--- src/rtl/rhsv_pkg.sv ---
// Shared types and constants for the RGB to HSV converter.
package rhsv_pkg;

	localparam int unsigned CHAN_W     = 8;
	localparam int unsigned FRAC_W     = 16;
	localparam int unsigned SAT_REM_W  = CHAN_W + 1;
	localparam int unsigned HUE_DIV_W  = CHAN_W + 3;
	localparam int unsigned HUE_REM_W  = HUE_DIV_W + 1;
	localparam int unsigned NUM_CELLS  = FRAC_W;
	// front stage + one stage per cell + output stage
	localparam int unsigned PIPE_DEPTH = NUM_CELLS + 2;
	localparam logic [FRAC_W-1:0] FRAC_MAX = '1;

	typedef struct packed {
		logic [CHAN_W-1:0] red;
		logic [CHAN_W-1:0] green;
		logic [CHAN_W-1:0] blue;
	} pixel_t;

	typedef struct packed {
		logic [FRAC_W-1:0] hue;
		logic [FRAC_W-1:0] saturation;
		logic [CHAN_W-1:0] brightness;
	} hsv_t;

	// Data handed from cell to cell: two restoring divisions side by side.
	typedef struct packed {
		logic [SAT_REM_W-1:0] sat_rem;
		logic [CHAN_W-1:0]    sat_div;
		logic [FRAC_W-1:0]    sat_quo;
		logic [HUE_REM_W-1:0] hue_rem;
		logic [HUE_DIV_W-1:0] hue_div;
		logic [FRAC_W-1:0]    hue_quo;
		logic                 gray;
		logic                 sat_full;
		logic [CHAN_W-1:0]    brightness;
	} cell_t;

endpackage

--- src/rtl/rgb_to_hsv_converter_core.sv ---
// RGB to HSV converter: top level with the front stage and the division cell chain.
//
// Usage:
//   Present a pixel on 'pixel' and raise 'start'. The beat is taken at any rising
//   edge where start is high and busy is low. busy is always low here, so a new
//   pixel may be sent on every clock.
//   The result beat appears on 'result' with 'done' high for exactly one cycle,
//   after passing through one front stage (max, min, delta, hue numerator),
//   sixteen division cells each retiring one quotient bit of hue and of
//   saturation, and one output register that applies the gray and
//   full-saturation cases.
//   Throughput is one pixel per clock; the cell chain is fully pipelined and
//   holds up to eighteen pixels in flight. Results leave in input order.
//   The receiver cannot stall: every result is shown once, for one cycle.
//   Reset (arst_n low) clears all valid flags at once; pixels in flight are
//   dropped and no result follows them. Data registers are not reset.
module rgb_to_hsv_converter_core (
	input  logic             clk,
	input  logic             arst_n,
	input  logic             start,
	output logic             busy,
	input  rhsv_pkg::pixel_t pixel,
	output logic             done,
	output rhsv_pkg::hsv_t   result
);
	import rhsv_pkg::*;

	logic            vld_c [0:NUM_CELLS];
	rhsv_pkg::cell_t cell_c [0:NUM_CELLS];
	rhsv_pkg::hsv_t  res_nxt;

	// Never hold off the sender: the chain advances every cycle.
	assign busy = 1'b0;

	rhsv_front u_front (
		.clk     (clk),
		.arst_n  (arst_n),
		.vld     (start),
		.pixel   (pixel),
		.vld_s1  (vld_c[0]),
		.cell_s1 (cell_c[0])
	);

	// Chain of cells: each advances both divisions by one bit.
	for (genvar i = 0; i < NUM_CELLS; i++) begin : g_cell
		rhsv_cell u_cell (
			.clk    (clk),
			.arst_n (arst_n),
			.vld    (vld_c[i]),
			.d      (cell_c[i]),
			.vld_q  (vld_c[i+1]),
			.cell_q (cell_c[i+1])
		);
	end

	// Gray pixels drop hue and saturation to zero; min of zero means a full
	// quotient, which clamps to the largest fraction.
	always_comb begin
		res_nxt.brightness = cell_c[NUM_CELLS].brightness;
		if (cell_c[NUM_CELLS].gray) begin
			res_nxt.hue        = '0;
			res_nxt.saturation = '0;
		end else begin
			res_nxt.hue        = cell_c[NUM_CELLS].hue_quo;
			res_nxt.saturation = cell_c[NUM_CELLS].sat_full ? FRAC_MAX
			                                                : cell_c[NUM_CELLS].sat_quo;
		end
	end

	always_ff @(posedge clk or negedge arst_n) begin
		if (!arst_n) begin
			done <= 1'b0;
		end else begin
			done <= vld_c[NUM_CELLS];
		end
	end

	always_ff @(posedge clk) begin
		result <= res_nxt;
	end

endmodule

--- src/rtl/rhsv_front.sv ---
// Front stage: max, min, delta, hue sector numerator and divisors.
module rhsv_front (
	input  logic            clk,
	input  logic            arst_n,
	input  logic            vld,
	input  rhsv_pkg::pixel_t pixel,
	output logic            vld_s1,
	output rhsv_pkg::cell_t  cell_s1
);
	import rhsv_pkg::*;

	logic [CHAN_W-1:0]    mx, mn, delta;
	logic [HUE_REM_W-1:0] d_w, six_d, num;
	rhsv_pkg::cell_t      nxt;

	always_comb begin
		mx = pixel.red;
		if (pixel.green > mx) mx = pixel.green;
		if (pixel.blue > mx) mx = pixel.blue;
		mn = pixel.red;
		if (pixel.green < mn) mn = pixel.green;
		if (pixel.blue < mn) mn = pixel.blue;
		delta = mx - mn;
		d_w   = HUE_REM_W'(delta);
		six_d = (d_w << 2) + (d_w << 1);

		// Sector priority red, green, blue; sums wrap but the result is in range.
		priority if (pixel.red == mx) begin
			num = HUE_REM_W'(pixel.green) - HUE_REM_W'(pixel.blue);
			if (pixel.green < pixel.blue) num = num + six_d;
		end else if (pixel.green == mx) begin
			num = (d_w << 1) + HUE_REM_W'(pixel.blue) - HUE_REM_W'(pixel.red);
		end else begin
			num = (d_w << 2) + HUE_REM_W'(pixel.red) - HUE_REM_W'(pixel.green);
		end

		nxt.sat_rem    = SAT_REM_W'(delta);
		nxt.sat_div    = mx;
		nxt.sat_quo    = '0;
		nxt.hue_rem    = num;
		nxt.hue_div    = HUE_DIV_W'(six_d);
		nxt.hue_quo    = '0;
		nxt.gray       = (delta == '0);
		nxt.sat_full   = (mn == '0);
		nxt.brightness = mx;
	end

	always_ff @(posedge clk or negedge arst_n) begin
		if (!arst_n) begin
			vld_s1 <= 1'b0;
		end else begin
			vld_s1 <= vld;
		end
	end

	always_ff @(posedge clk) begin
		cell_s1 <= nxt;
	end

endmodule

--- src/rtl/rhsv_cell.sv ---
// One division cell: retires one quotient bit of hue and of saturation.
module rhsv_cell (
	input  logic           clk,
	input  logic           arst_n,
	input  logic           vld,
	input  rhsv_pkg::cell_t d,
	output logic           vld_q,
	output rhsv_pkg::cell_t cell_q
);
	import rhsv_pkg::*;

	logic [SAT_REM_W-1:0] sat_t;
	logic [HUE_REM_W-1:0] hue_t;
	logic                 sat_bit, hue_bit;
	rhsv_pkg::cell_t      nxt;

	always_comb begin
		nxt     = d;
		sat_t   = d.sat_rem << 1;
		hue_t   = d.hue_rem << 1;
		sat_bit = (sat_t >= SAT_REM_W'(d.sat_div));
		hue_bit = (hue_t >= HUE_REM_W'(d.hue_div));
		nxt.sat_rem = sat_bit ? sat_t - SAT_REM_W'(d.sat_div) : sat_t;
		nxt.hue_rem = hue_bit ? hue_t - HUE_REM_W'(d.hue_div) : hue_t;
		nxt.sat_quo = {d.sat_quo[FRAC_W-2:0], sat_bit};
		nxt.hue_quo = {d.hue_quo[FRAC_W-2:0], hue_bit};
	end

	always_ff @(posedge clk or negedge arst_n) begin
		if (!arst_n) begin
			vld_q <= 1'b0;
		end else begin
			vld_q <= vld;
		end
	end

	always_ff @(posedge clk) begin
		cell_q <= nxt;
	end

endmodule

--- config.mk ---
export PLATFORM = sky130hd
export DESIGN_NAME = rgb_to_hsv_converter_core
export DESIGN_NICKNAME = d
export VERILOG_FILES = /design/src/rtl/rhsv_pkg.sv /design/src/rtl/rgb_to_hsv_converter_core.sv /design/src/rtl/rhsv_front.sv /design/src/rtl/rhsv_cell.sv
export SDC_FILE = /design/constraint.sdc
export NUM_CORES = 2
export LEC_CHECK = 0
export BUFFER_PORTS_ARGS = -buffer_cell sky130_fd_sc_hd__buf_2
export CAP_MARGIN = 20
export CORE_MARGIN = 2
export CORE_UTILIZATION = 45
export DETAILED_ROUTE_END_ITERATION = 6
export GPL_TIMING_DRIVEN = 0
export SLEW_MARGIN = 20
export SYNTH_ARGS = -nofsm -noshare
export SYNTH_HDL_FRONTEND = slang
export SYNTH_SLANG_ARGS = --single-unit
--- constraint.sdc ---
create_clock -name clk -period 6.75 [get_ports clk]
set_input_delay 0.675 -clock clk [delete_from_list [all_inputs] [get_ports clk]]
set_output_delay 0.675 -clock clk [all_outputs]
set_load 0.01 [all_outputs]
Word-level counts from Yosys, hierarchy flattened. Index checks and enable logic that the tools add are counted.

Input port bits: 27. Output and inout bits: 42. Register bits after elaboration: 980.

Equality and inequality tests: 2. Add/subtract/negate cells: 38. Multiplexer cells: 38. $lt $le $gt $ge: 37. Reductions and logical operators: 2.

Operators by type and width (number): 2-to-1 mux 11 bit (18); greater-or-equal comparator 12 x 11 -> 1 bit (16); subtractor 11 bit (15); 2-to-1 mux 8 bit (19); greater-or-equal comparator 9 x 8 -> 1 bit (16); subtractor 8 bit (16); < comparator 8 bit (3); equality test 8 bit (2); > comparator 8 bit (2); logical NOT 8 bit (2); 2-to-1 mux 16 bit (1); adder 10 x 8 -> 11 bit (1); adder 10 x 9 -> 11 bit (1); adder 11 bit (1); subtractor 10 x 8 -> 11 bit (1); subtractor 11 x 8 -> 11 bit (1); adder 9 x 8 -> 10 bit (1); subtractor 8 x 8 -> 9 bit (1).

Depth between registers and ports, before layout.
Depth after elaboration: 9. Gate-level depth with buffers: 42. Gate-level depth less buffers: 42.

Hierarchy. Synthesis repeated with hierarchy kept, for this count alone.

Cell total of the unflattened synthesis: 4791. Area total of the unflattened synthesis: 52828.2 um^2.

By module, submodules not included: rhsv_cell (g_cell[0].u_cell ...) (seq. area each 1666.6 um^2, cells each 249, area each 2877.8 um^2, times used 12); rhsv_cell (g_cell[6].u_cell ...) (seq. area each 1666.6 um^2, cells each 267, area each 2917.8 um^2, times used 4); rhsv_front (seq. area each 805.8 um^2, cells each 655, area each 5482.8 um^2, times used 1); rgb_to_hsv_converter_core (seq. area each 825.8 um^2, cells each 80, area each 1141.1 um^2, times used 1).

Least setup slack after synthesis. OpenSTA, ideal clock, no wires.

Path type: input to register. Start point: input pixel[9] in the netlist's numbering. End point: register u_front.cell_s1[47] in the netlist's numbering. Stages: 40. Slack: -1.264 ns. Arrival: 7.883 ns. Data required time: 6.620 ns. Cells stage by stage: inv_1 -> ha_1 -> nor2b_1 -> o211ai_1 -> a21oi_1 -> nor2_1 -> nor2_1 -> mux2i_1 -> ha_1 -> a41oi_1 -> o21ai_0 -> a21o_1 -> a21bo_2 -> o21ai_0 -> nor2_1 -> nand2_1 -> a21oi_1 -> inv_1 -> [4 not listed] -> a211oi_1 -> nor3_1 -> nor2_1 -> ha_1 -> nand2_1 -> a21oi_1 -> a31oi_1 -> nand3_1 -> xor2_1 -> ha_1 -> inv_1 -> o21bai_1 -> a21oi_1 -> o21bai_1 -> a21oi_1 -> xnor2_1 -> mux2i_1 -> a211oi_2.

RTL lines: from (decl) (line rgb_to_hsv_converter_core.sv:22) `input rhsv_pkg::pixel_t pixel,`; to (signal assigned) (line rhsv_front.sv:57) `cell_s1 <= nxt;`; to (decl) (line rhsv_front.sv:8) `output rhsv_pkg::cell_t cell_s1`.

==> impl_results.md <==
- DP HPWL: just over 50000 um
- CTS Buffer Depth: 3
- Final Critical Period: 6860 ps
- Gr usage total: around 16%
- Number of remaining DRC errors: 0
- First-pass GRT wire length: between 100000 and 150000 um
- Slew @ Worst Pin: roughly 1000 ps
- Total congestion overflow: 0
- Max Fclk: ~0.15 GHz
- Post-synth EDFFs: 0
- Number of buffers and inverters on the critical path: 5
- Num ports: 69
- Met2 Use GR: 29.2%
- Register bit count reported by yosys: 948
- Met1 usage: about a fifth
- Hold crit path type: in2reg
- Status: finished, violations left
- CP startpoint kind: input pin
- Clock Latency Late Sink: ~650 ps
- Period utilization: 102%
- Post-route cell area: roughly 44000 sq um
- DRT Wirelength: 67900 um
- Port buffer count: 67
- Root buffer cell: clkbuf_16
- Most used routing layer in global routing: met2
- Placed Instances: approximately 4800
- CP endpoint kind: flip-flop
- Most common cell in the netlist: dfxtp_1
- Layout area overhead: 17.8%
- Setup tns final: -138 ps
- RSZ-0062 raised after global routing: yes
- Fill cells: just over 7000
- Clock Skew: between 50 and 60 ps
- Fin. Hold Viols: 0
- H-tree Lvls: 3
- MaxCap Viol Count: 0
- Total CTS buffers: 93
- Avg Inst Size Synth: between 10 and 15 sq um
- Slew Limit Fails: 0
- Ys Warns: 0
- Avg WL per Cell: 13.3 um
- RD Place Congestion: ~0.9
- CP delay by family, top: compound AO/OA/AOI/OAI gates
- CTS Sinks: between 900 and 1000
- Count of final setup violators: 2
- Std-Cell Core Area: just over 80000 sq um
- Synth top cells by count: 930 x dfxtp_1, 530 x inv_1, 365 x ha_1
- Failing checks: setup timing
- Final core occ: 53.5%
- Number of global-route vias before repair: approximately 25000
- DIE WIDTH: about 300 um
- Rows: about 110
- Pre-Repair DR Iteration Count: 5
- Mapped Cells: 3711
- ANT nets after route: 0
- Final #Nets: roughly 4400
- Routed vias: 24400
- Post-synth top flop: dfxtp_1
- Largest net degree at the start of global routing: 19
- Initial Utilization: about 45%
- Post-synth top area share: 49.9%
- Layout cells sized above 1: a little under an eighth
- Synthesized area: roughly 37000 sq um
- Critical path's slowest cell: a2111o_1
- CTS tree: yes
- Worst path most repeated cell: nor2_4
- Synth cell types: 70
- Final WS setup: -113 ps
- Dpl cell area: 39300 sq um
- DIE HEIGHT: around 300 um
- Vias/cell: ~4.8
- Share of synthesized flip-flops with an asynchronous set or reset: roughly 1.9%
- Max_slew headroom: a little under a third
- Area contributors post-synth: dfxtp_1 50%, ha_1 12%, inv_1 5.3%
- Initial DRC Count: just under 900
- Critical path fanouts, max: 7
- Syn_nets: between 4000 and 5000
- Die area: 85300 sq um
- Sequential cell area fraction in the yosys report: 51.1%
- Final non-filler cell total: 5094
- Number of antenna violations at the first check in global routing: 0
- Worst setup path class: in2reg
- Largest area contributor in the netlist: dfxtp_1
- Diode count: 0
- CP Data Required Time: about 7300 ps
- Met3 usage in global routing: roughly 2.7%
- Worst path max stage delay: approximately 380 ps
- Register clock-pin slew on the reported worst setup and hold paths: around 60 ps
- Worst EP arrival: ~7400 ps
-- worst reg2reg max path, stage by stage, from the launching register on --
cell and delay, ps:
dfxtp_1 380, inv_1 60, ha_1 300, nor2b_1 130
o21ai_0 220, a21boi_0 200, o21ai_0 210, nand2_1 90
and2_1 170, o21ai_0 150, nand2_1 100, and2_1 170
o21ai_0 150, inv_1 80, o21ai_0 210, and2_1 160
clkbuf_1 320, clkbuf_1 430, nand2_1 110, o31ai_1 140
-- metrics by stage --
step | setup slack [ps] | hold slack (ps)
floorplan | -275 | 310
global placement | -1710 | 310
detailed placement | -1780 | 312
CTS | -147 | 91.9
global route | -383 | 106
finish | -113 | 142
-- final timing paths --
kind / start / endpoint / slack, ps / depth (start not counted)
setup reg to reg: g_cell[9].u_cell.cell_q[28] / g_cell[10].u_cell.cell_q[41] / 2820 / 19
min in group asynchronous: arst_n / done / 510 / 2
max in group asynchronous: arst_n / g_cell[6].u_cell.vld_q / 5970 / 2
hold / removal: start / u_front.vld_s1 / 140 / 1
hold reg to reg: g_cell[7].u_cell.cell_q[8] / g_cell[8].u_cell.cell_q[8] / 300 / 0
setup / recovery: pixel[9] / u_front.cell_s1[47] / -110 / 42
-- cells by family after synthesis --
| group | synth area share, % |
|---|---|
| DFF | 51.1 |
| xor gates and xnor gates | 4.32 |
| buffers and inverters | 5.85 |
| adders and majority gates | 14.9 |
| and+or+nand+nor | 10.2 |
| muxes | 1.28 |
| AOI/OAI and AO/OA | 12.4 |
| other | 0.0100 |
-- placed cells by master (no fill, tap or decap), types with 24 or more instances in the layout --
cell type,count
buf_4,71
a21oi_1,189
nand2_1,205
or4_1,24
nor2b_1,77
o31ai_1,46
o21ai_0,256
fa_1,47
and2_1,49
nand2b_1,55
clkbuf_1,54
inv_1,514
xnor2_1,121
ha_1,343
nand3_1,34
nor2_1,231
nand4_1,48
xor2_1,55
buf_2,55
clkbuf_16,96
a21o_1,106
mux2_2,28
dfxtp_1,930
-- layer usage --
layer	vias to the layer above	share of wire (%)	wire length (um)
met4	0	3.1	2130
met1	11200	45	30300
met3	134	3.5	2350
li1	12800	-	-
met5	-	0	0
met2	322	49	33200
-- repair_timing --
| item | in CTS | in global routing |
|---|---|---|
| hold buffers | 1 | 0 |
| endpoints found under the hold margin | 18 | 0 |
| resized for setup | 99 | 66 |
| pin swaps | 51 | 65 |
| endpoints found under the setup margin | 8 | 5 |
| setup buffers | 49 | 29 |
-- registers in the layout (all words and copies together) (netlist names) --
name and cells:
u_front.cell_s1 38, done 1, u_front.vld_s1 1, result 40, g_cell.u_cell.cell_q 852, g_cell.u_cell.vld_q 16
-- area by class of cell --
cell class / instances / area [sq um] / share of cell area [%]
clock inverters: 43 / 596 / 1.35
inverters: 531 / 2030 / 4.62
well taps: 1070 / 1340 / 3.04
clock buffers: 131 / 2760 / 6.29
flip-flops and latches: 948 / 19100 / 43.4
multi-input cells: 2183 / 17000 / 38.5
plain buffers: 47 / 194 / 0.441
repair buffers: 141 / 1030 / 2.34
Power is not shown: default switching activity piles up to over one toggle a cycle in this logic, so the estimate is an artifact.
